===== src/rtl/core/iirdb_pkg.sv =====
// Shared constants and types for the deadband IIR filter core.
// Standalone package; imported by iir_filter_with_deadband_top.
`default_nettype none

package iirdb_pkg;

    // Fixed data widths
    localparam int SAMPLE_BITS     = 16;
    localparam int COEFF_BITS      = 16;
    localparam int COEFF_FRAC_BITS = 14;
    localparam int MAX_TAPS        = 4;
    localparam int DEPTH           = 4;
    localparam int TAP_W           = 3;
    localparam int DEADBAND_W      = 15;
    localparam int CFG_DATA_W      = 32;
    localparam int CFG_IDX_W       = 3;

    // Accumulator: 8 products of 16x16 plus growth and rounding headroom
    localparam int PROD_W = SAMPLE_BITS + COEFF_BITS;
    localparam int ACC_W  = PROD_W + 4;
    // Width of the rounded sum before clipping
    localparam int RES_W  = ACC_W - COEFF_FRAC_BITS;

    // Step counter covers feedforward then feedback tap slots
    localparam int STEP_W = 3;

    // Register indexes
    localparam logic [CFG_IDX_W-1:0] REG_FF_COEFF_01 = 3'd0;
    localparam logic [CFG_IDX_W-1:0] REG_FF_COEFF_23 = 3'd1;
    localparam logic [CFG_IDX_W-1:0] REG_FB_COEFF_01 = 3'd2;
    localparam logic [CFG_IDX_W-1:0] REG_FB_COEFF_23 = 3'd3;
    localparam logic [CFG_IDX_W-1:0] REG_FF_TAPS     = 3'd4;
    localparam logic [CFG_IDX_W-1:0] REG_FB_TAPS     = 3'd5;
    localparam logic [CFG_IDX_W-1:0] REG_DEADBAND    = 3'd6;

    // Reset values
    localparam logic [CFG_DATA_W-1:0] COEFF_PAIR_ONE = 32'h4000_4000;
    localparam logic [TAP_W-1:0]      FF_TAPS_RST    = 3'd4;
    localparam logic [TAP_W-1:0]      FB_TAPS_RST    = 3'd0;
    localparam logic [DEADBAND_W-1:0] DEADBAND_RST   = 15'd4;

    typedef logic signed [SAMPLE_BITS-1:0] t_sample;
    typedef logic signed [ACC_W-1:0]       t_acc;

endpackage

`default_nettype wire


===== src/rtl/core/iir_filter_with_deadband_top.sv =====
// Direct form I IIR filter with output deadband, one axis, signed Q4.12.
// Uses iirdb_pkg for widths, register indexes and reset values.
// One shared 16x16 multiply-accumulate walks four feedforward then four
// feedback tap slots, one slot per cycle, then the result enters the output
// register once that register is free; no new request is accepted before then.
// A finished result waits in the output register while the next request runs.
// Reset (synchronous, active low): coefficients 1.0, ff_taps 4, fb_taps 0,
// deadband 4, both histories zero, no result pending.
`default_nettype none

module iir_filter_with_deadband_top
    import iirdb_pkg::*;
(
    input  wire                    i_clk,
    input  wire                    i_rst_n,
    // Input stream
    input  wire                    i_s_axis_tvalid,
    output logic                   o_s_axis_tready,
    input  wire [15:0]             i_s_axis_tdata,   // [15:0] sample
    // Output stream
    output logic                   o_m_axis_tvalid,
    input  wire                    i_m_axis_tready,
    output logic [15:0]            o_m_axis_tdata,   // [15:0] filtered
    output logic                   o_m_axis_tuser,   // [0] saturated
    // Configuration writes
    input  wire                    i_cfg_valid,
    output logic                   o_cfg_ready,
    input  wire [CFG_IDX_W-1:0]    i_cfg_index,
    input  wire [CFG_DATA_W-1:0]   i_cfg_data
);

    localparam logic [1:0] S_IDLE = 2'd0;
    localparam logic [1:0] S_MAC  = 2'd1;
    localparam logic [1:0] S_DONE = 2'd2;

    localparam logic [STEP_W-1:0] STEP_LAST = {STEP_W{1'b1}};
    localparam logic [TAP_W-1:0]  TAP_LIM   = TAP_W'(MAX_TAPS < DEPTH ? MAX_TAPS : DEPTH);
    localparam t_acc              ROUND_HALF = t_acc'(1) <<< (COEFF_FRAC_BITS - 1);
    localparam logic signed [RES_W-1:0] SMAX = RES_W'((2 ** (SAMPLE_BITS - 1)) - 1);
    localparam logic signed [RES_W-1:0] SMIN = -SMAX - RES_W'(1);

    // Configuration registers
    logic [CFG_DATA_W-1:0] r_ff01, r_ff23, r_fb01, r_fb23;
    logic [TAP_W-1:0]      r_ff_taps, r_fb_taps;
    logic [DEADBAND_W-1:0] r_deadband;

    // Histories, entry 0 newest
    t_sample r_in_hist  [DEPTH];
    t_sample r_out_hist [DEPTH];

    // Sequencer and datapath
    logic [1:0]        r_state, n_state;
    logic [STEP_W-1:0] r_step, n_step;
    t_acc              r_acc, n_acc;

    // Output register
    logic              r_out_valid;
    logic [15:0]       r_out_data;
    logic              r_out_sat;

    logic cfg_wr, cfg_hit, in_acc, out_load;

    assign o_cfg_ready     = 1'b1;
    assign o_s_axis_tready = (r_state == S_IDLE);
    assign o_m_axis_tvalid = r_out_valid;
    assign o_m_axis_tdata  = r_out_data;
    assign o_m_axis_tuser  = r_out_sat;

    assign cfg_wr  = i_cfg_valid & o_cfg_ready;
    assign cfg_hit = cfg_wr && (i_cfg_index <= REG_DEADBAND);
    assign in_acc  = i_s_axis_tvalid & o_s_axis_tready;

    // Clamp tap counts to the history depth
    logic [TAP_W-1:0] ff_cnt, fb_cnt;
    assign ff_cnt = (r_ff_taps > TAP_LIM) ? TAP_LIM : r_ff_taps;
    assign fb_cnt = (r_fb_taps > TAP_LIM) ? TAP_LIM : r_fb_taps;

    // Select operands for the current tap slot
    logic [1:0]            tap;
    logic                  is_fb;
    t_sample               hist_op;
    logic [CFG_DATA_W-1:0] coeff_word;
    logic signed [COEFF_BITS-1:0] coeff_op;
    logic                  tap_on;
    logic signed [PROD_W-1:0] prod;
    t_acc                  prod_ext;

    assign tap        = r_step[1:0];
    assign is_fb      = r_step[2];
    assign hist_op    = is_fb ? r_out_hist[tap] : r_in_hist[tap];
    assign coeff_word = is_fb ? (tap[1] ? r_fb23 : r_fb01) : (tap[1] ? r_ff23 : r_ff01);
    assign coeff_op   = tap[0] ? coeff_word[31:16] : coeff_word[15:0];
    assign tap_on     = ({1'b0, tap} < (is_fb ? fb_cnt : ff_cnt));
    assign prod       = hist_op * coeff_op;
    assign prod_ext   = t_acc'(prod);

    // Round half up, floor shift, clip, deadband
    t_acc                   rounded;
    logic signed [RES_W-1:0] res_wide;
    logic                   sat_hi, sat_lo;
    t_sample                clipped;
    logic signed [SAMPLE_BITS:0] clip_ext, mag;
    logic                   keep;
    t_sample                final_val;

    assign rounded   = r_acc + ROUND_HALF;
    assign res_wide  = RES_W'(rounded >>> COEFF_FRAC_BITS);
    assign sat_hi    = res_wide > SMAX;
    assign sat_lo    = res_wide < SMIN;
    assign clipped   = sat_hi ? SAMPLE_BITS'(SMAX) :
                       sat_lo ? SAMPLE_BITS'(SMIN) : SAMPLE_BITS'(res_wide);
    assign clip_ext  = (SAMPLE_BITS + 1)'(clipped);
    assign mag       = clip_ext[SAMPLE_BITS] ? -clip_ext : clip_ext;
    assign keep      = mag >= $signed({2'b00, r_deadband});
    assign final_val = keep ? clipped : '0;

    assign out_load  = (r_state == S_DONE) && (!r_out_valid || i_m_axis_tready);

    // Sequencer next state
    always_comb begin
        n_state = r_state;
        n_step  = r_step;
        n_acc   = r_acc;
        case (r_state)
            S_IDLE: begin
                if (in_acc) begin
                    n_state = S_MAC;
                    n_step  = '0;
                    n_acc   = '0;
                end
            end
            S_MAC: begin
                if (tap_on) begin
                    n_acc = is_fb ? (r_acc - prod_ext) : (r_acc + prod_ext);
                end
                n_step = r_step + STEP_W'(1);
                if (r_step == STEP_LAST) begin
                    n_state = S_DONE;
                end
            end
            S_DONE: begin
                if (out_load) begin
                    n_state = S_IDLE;
                end
            end
            default: begin
                n_state = S_IDLE;
            end
        endcase
    end

    // Control and datapath registers
    always_ff @(posedge i_clk) begin
        if (!i_rst_n) begin
            r_state <= S_IDLE;
            r_step  <= '0;
            r_acc   <= '0;
        end else begin
            r_state <= n_state;
            r_step  <= n_step;
            r_acc   <= n_acc;
        end
    end

    // Configuration registers
    always_ff @(posedge i_clk) begin
        if (!i_rst_n) begin
            r_ff01     <= COEFF_PAIR_ONE;
            r_ff23     <= COEFF_PAIR_ONE;
            r_fb01     <= COEFF_PAIR_ONE;
            r_fb23     <= COEFF_PAIR_ONE;
            r_ff_taps  <= FF_TAPS_RST;
            r_fb_taps  <= FB_TAPS_RST;
            r_deadband <= DEADBAND_RST;
        end else if (cfg_wr) begin
            case (i_cfg_index)
                REG_FF_COEFF_01: r_ff01     <= i_cfg_data;
                REG_FF_COEFF_23: r_ff23     <= i_cfg_data;
                REG_FB_COEFF_01: r_fb01     <= i_cfg_data;
                REG_FB_COEFF_23: r_fb23     <= i_cfg_data;
                REG_FF_TAPS:     r_ff_taps  <= i_cfg_data[TAP_W-1:0];
                REG_FB_TAPS:     r_fb_taps  <= i_cfg_data[TAP_W-1:0];
                REG_DEADBAND:    r_deadband <= i_cfg_data[DEADBAND_W-1:0];
                default: begin
                end
            endcase
        end
    end

    // Histories: clear on reset or a write to a defined register, shift on accept and on result
    always_ff @(posedge i_clk) begin
        if (!i_rst_n || cfg_hit) begin
            for (int i = 0; i < DEPTH; i++) begin
                r_in_hist[i]  <= '0;
                r_out_hist[i] <= '0;
            end
        end else begin
            if (in_acc) begin
                for (int i = DEPTH - 1; i > 0; i--) begin
                    r_in_hist[i] <= r_in_hist[i-1];
                end
                r_in_hist[0] <= $signed(i_s_axis_tdata);
            end
            if (out_load) begin
                for (int i = DEPTH - 1; i > 0; i--) begin
                    r_out_hist[i] <= r_out_hist[i-1];
                end
                r_out_hist[0] <= final_val;
            end
        end
    end

    // Output register: hold until taken
    always_ff @(posedge i_clk) begin
        if (!i_rst_n) begin
            r_out_valid <= 1'b0;
        end else if (out_load) begin
            r_out_valid <= 1'b1;
        end else if (i_m_axis_tready) begin
            r_out_valid <= 1'b0;
        end
    end

    always_ff @(posedge i_clk) begin
        if (out_load) begin
            r_out_data <= final_val;
            r_out_sat  <= sat_hi | sat_lo;
        end
    end

    // Checks
    a_accept_starts_mac: assert property (@(posedge i_clk) disable iff (!i_rst_n)
        in_acc |=> (r_state == S_MAC) && (r_step == '0))
        else $error("accepted request did not start the tap walk");

    a_walk_ends_done: assert property (@(posedge i_clk) disable iff (!i_rst_n)
        (r_state == S_MAC) && (r_step == STEP_LAST) |=> (r_state == S_DONE))
        else $error("tap walk did not end in result stage");

    a_sat_is_extreme: assert property (@(posedge i_clk) disable iff (!i_rst_n)
        (r_out_valid && r_out_sat) |->
            (r_out_data == 16'h7FFF) || (r_out_data == 16'h8000))
        else $error("saturated result is not a range limit");

    a_cfg_clears_hist: assert property (@(posedge i_clk) disable iff (!i_rst_n)
        cfg_hit |=> (r_in_hist[0] == '0) && (r_out_hist[0] == '0))
        else $error("register write did not clear histories");

endmodule

`default_nettype wire


===== config.mk =====
export PLATFORM = sky130hd
export DESIGN_NAME = iir_filter_with_deadband_top
export DESIGN_NICKNAME = d
export VERILOG_FILES = /design/src/rtl/core/iirdb_pkg.sv /design/src/rtl/core/iir_filter_with_deadband_top.sv
export SDC_FILE = /design/constraint.sdc
export NUM_CORES = 2
export LEC_CHECK = 0
export BUFFER_PORTS_ARGS = -buffer_cell sky130_fd_sc_hd__buf_2
export CORE_ASPECT_RATIO = 1.75
export CORE_MARGIN = 5
export CORE_UTILIZATION = 58
export CTS_CLUSTER_SIZE = 30
export DETAILED_ROUTE_END_ITERATION = 10
export GPL_TIMING_DRIVEN = 0
export HOLD_SLACK_MARGIN = 0.03
export PLACE_DENSITY = 0.88
export SLEW_MARGIN = 15
export SYNTH_ARGS = -nofsm -noshare
export SYNTH_HDL_FRONTEND = slang
export SYNTH_SLANG_ARGS = --single-unit

===== constraint.sdc =====
create_clock -name i_clk -period 10.4 [get_ports i_clk]
set_clock_uncertainty 0.2 [all_clocks]
set_input_delay 2.08 -clock i_clk [delete_from_list [all_inputs] [get_ports i_clk]]
set_output_delay 2.08 -clock i_clk [all_outputs]
set_load 0.05 [all_outputs]

==> summary.md <==
| Metric | Value |
|---|---|
| Mapped Cells | 3,083 |
| Post-synthesis sequential area ratio | 0.287 |
| Root Driver | clkbuf_16 |
| Clk slew on worst S/H paths | 0.08 ns |
| Detailed-route via count | 24,500 |
| Post-synth EDFFs | 145 |
| Asr flop ratio synth | 0 |
| Synth area leader | fa_1 |
| Ys flop type | dfxtp_1 |
| Commonest cells post-synth | nand2_1 (512), inv_1 (368), fa_1 (263) |
| Syn_nets | 3,540 |
| # DRC | 0 |
| Post-layout min period | 10.52 ns |
| Slowest stage delay, CP | 0.71 ns |
| CP endpoint kind | flop |
| DR WL/cell | 23.2 um |
| Remaining Overflow, GRT | 0 |
| WP data required | 10.73 ns |
| Setup CP Type | reg2reg |
| Hold Path Sink | r_ff23[7] |
| Setup TNS | -0.121 ns |
| Rows | 107 |
| Hold Path Stages | 2 |
| First-pass GRT wire length | 132,000 um |
| Mapped Area | 0.0286 sq mm |
| Routed Wire Length | 91,500 um |
| CP max-delay cell | fa_2 |
| Final HPWL DP | 65,400 um |
| Post-Syn Area per Cell | 9.29 sq um |
| Pre-CTS setup slack | -2.44 ns |
| Crit path max-delay family | adder cells |
| Least-Margin Pin Slew | 1.02 ns |
| Count leader, synth | nand2_1 |
| Layout Utilization | 0.670 |
| Reg2reg start | r_step[2] |
| Die H | 304 um |
| R2R Path End | r_acc[35] |
| Synth area leaders | fa_1 (18%), edfxtp_1 (15%), dfxtp_1 (13%) |
| Post-synthesis cell type count | 102 |
| Vias in the first global route | 24,700 |
| Die width | 178 um |
| Slew HR | 0.319 |
| #FFs+latches synth | 338 |
| Startpoint Class | flop |
| Final worst-path cycle share | 1.01 |
| Initial antenna violation count | 1 |
| Worst reg-to-reg path cell count | 35 |
| Finish-stage setup viols | 1 |
| Failing checks | setup timing |
| RSZ-0062 raised after global routing | yes |
| Final Hold Viols | 0 |
| Final setup margin | -0.121 ns |
| Hold Crit Start | r_ff23[7] |
| GRT Total Usage | 0.312 |
| WP data arrival | 10.85 ns |
| Register-to-register setup slack | -0.12 ns |
| TritonCTS Sinks | 338 |
| P&R area growth vs syn | 14.0% |
| Hold Slack | 0.264 ns |
| Fin. max-slew vios | 0 |
| DR pass1 iterations | 6 |
| Fmax | 95.1 MHz |
| Pwr Density | 142 mW/mm^2 |
| Clock latency on the worst-skew pair | 0.59 ns |
| CTS tree | built |
| Largest net degree at the start of global routing | 65 |
| Synth top area share | 0.184 |
| 1st-iter DRT viols | 2,187 |
| Layout cells sized above 1 | 0.156 |
| Clk buf depth | 3 |
| Most frequent CP cell | fa_1 |
| Worst path buffer plus inverter count | 8 |
| ANT nets after route | 0 |
| Initial Utilization | 0.587 |
| H-tree depth | 1 |
| Core ar. | 0.0487 sq mm |
| IO Port Bufs | 73 |
| Nets@finish | 3,726 |
| Pleak | 0.0139 uW |
| Peak supply drop | 149 uV |
| Status | finished with violations |
| Synth warn | 0 |
| IO Pins | 76 |
| GPL Wtd Cong | 1.00 |
| Hold WC Path Type | reg2reg |
| Detail-routed via count per cell | 6.21 |
| Die area | 0.0541 sq mm |
| CTS Buf Count | 30 |
| Worst-path maximum fanout | 10 |
| Max-cap violations | 0 |
==> layout make-up <==
type / count / area, sq um
Antenna cell: 1 / 2.50
Buffer: 135 / 858
Clock buffer: 34 / 796
Clock inverter: 19 / 229
Fill cell: 3449 / 16100
Inverter: 368 / 1390
Multi-Input combinational cell: 2228 / 19100
Sequential cell: 338 / 8220
Tap cell: 654 / 818
Timing Repair Buffer: 168 / 1240
==> state kept, by name, indices dropped and copies added (netlist names), named ones only <==
register         cells
r_ff01              32
r_ff23              32
o_m_axis_tvalid      1
r_out_hist          64
o_m_axis_tuser       1
r_state              2
r_fb_taps            3
r_acc               36
r_in_hist           64
r_ff_taps            3
r_fb01              32
o_m_axis_tdata      16
r_fb23              32
r_deadband          15
r_step               3
==> power by group <==
part | internal [uW] | total, uW | switching (uW)
clock network | 650 | 1180 | 528
logic | 771 | 1910 | 1140
registers | 1470 | 1560 | 86.0
==> worst register-to-register path, delay by kind of cell, from the launching register on <==
family,cells,cell delay (ns)
compound gates,12,2.55
xor+xnor,1,0.11
fa+ha+maj,8,4.02
buf+inv,8,1.27
flops,1,0.39
mux,2,0.95
simple gates,4,0.97
==> cells in the final DEF, fill, tap and decap left out, types with 11 or more instances in the layout <==
cell / instances
a21boi_0: 143
a21o_1: 33
a21oi_1: 75
a22oi_1: 21
a31oi_1: 18
and2_1: 131
and3_1: 13
buf_12: 11
buf_2: 76
buf_4: 84
buf_6: 20
clkbuf_1: 84
clkbuf_16: 33
dfxtp_1: 190
edfxtp_1: 145
fa_1: 250
fa_2: 13
ha_1: 125
ha_4: 11
inv_1: 356
mux2i_1: 20
mux4_2: 64
nand2_1: 495
nand2b_1: 15
nand3_1: 35
nand4_1: 13
nor2_1: 241
nor2b_1: 50
nor3_1: 31
o21a_1: 28
o21ai_0: 55
or2_2: 18
xnor2_1: 52
xor2_1: 42
==> how the worst max path moves through the flow <==
stage          startpoint        end  slack (ns)  depth (start not counted)
3_3_place_gp    r_step[2]  r_acc[35]       -2.36                         38
3_5_place_dp    r_step[2]  r_acc[35]       -2.44                         38
4_1_cts         r_step[2]  r_acc[35]        0.01                         39
6_report        r_step[2]  r_acc[35]       -0.12                         35
5_1_grt         r_step[2]  r_acc[35]       -0.36                         35
2_1_floorplan   r_step[2]  r_acc[35]       0.002                         40
==> cell families (layout without fill, tap and decap cells) <==
| family | Yosys count | count (layout) | synth area share |
|---|---|---|---|
| xor+xnor | 99 | 99 | 0.0305 |
| flops | 338 | 338 | 0.287 |
| fa+ha+maj | 401 | 401 | 0.244 |
| buf+inv | 517 | 724 | 0.0689 |
| other cells | 1 | 2 | 0.000131 |
| compound gates | 479 | 479 | 0.118 |
| mux | 108 | 108 | 0.0669 |
| simple gates | 1140 | 1140 | 0.184 |
==> per-layer routing <==
layer  global-route usage  wire [um]
met1                0.313      27200
met2                0.547      45900
met3               0.0454       7560
met4                0.277      10900
met5                    0          0
==> repair_timing <==
item | CTS | global route
resized for setup | 152 | 169
hold buffers | 0 | 0
setup buffers | 29 | 61
setup endpoints to repair | 22 | 11
pin swaps | 16 | 73
gates cloned | 2 | 3
==> through the flow <==
step / power, uW / std cells / cell area [sq um]
floorplan: 2830 / 3083 / 28600
global placement: 3230 / 3810 / 29800
detailed placement: 3260 / 3811 / 29900
CTS: 4480 / 3885 / 31600
global route: 4870 / 3944 / 32600
finish: 4650 / 3945 / 32700
(Power assumes the default switching activity.)
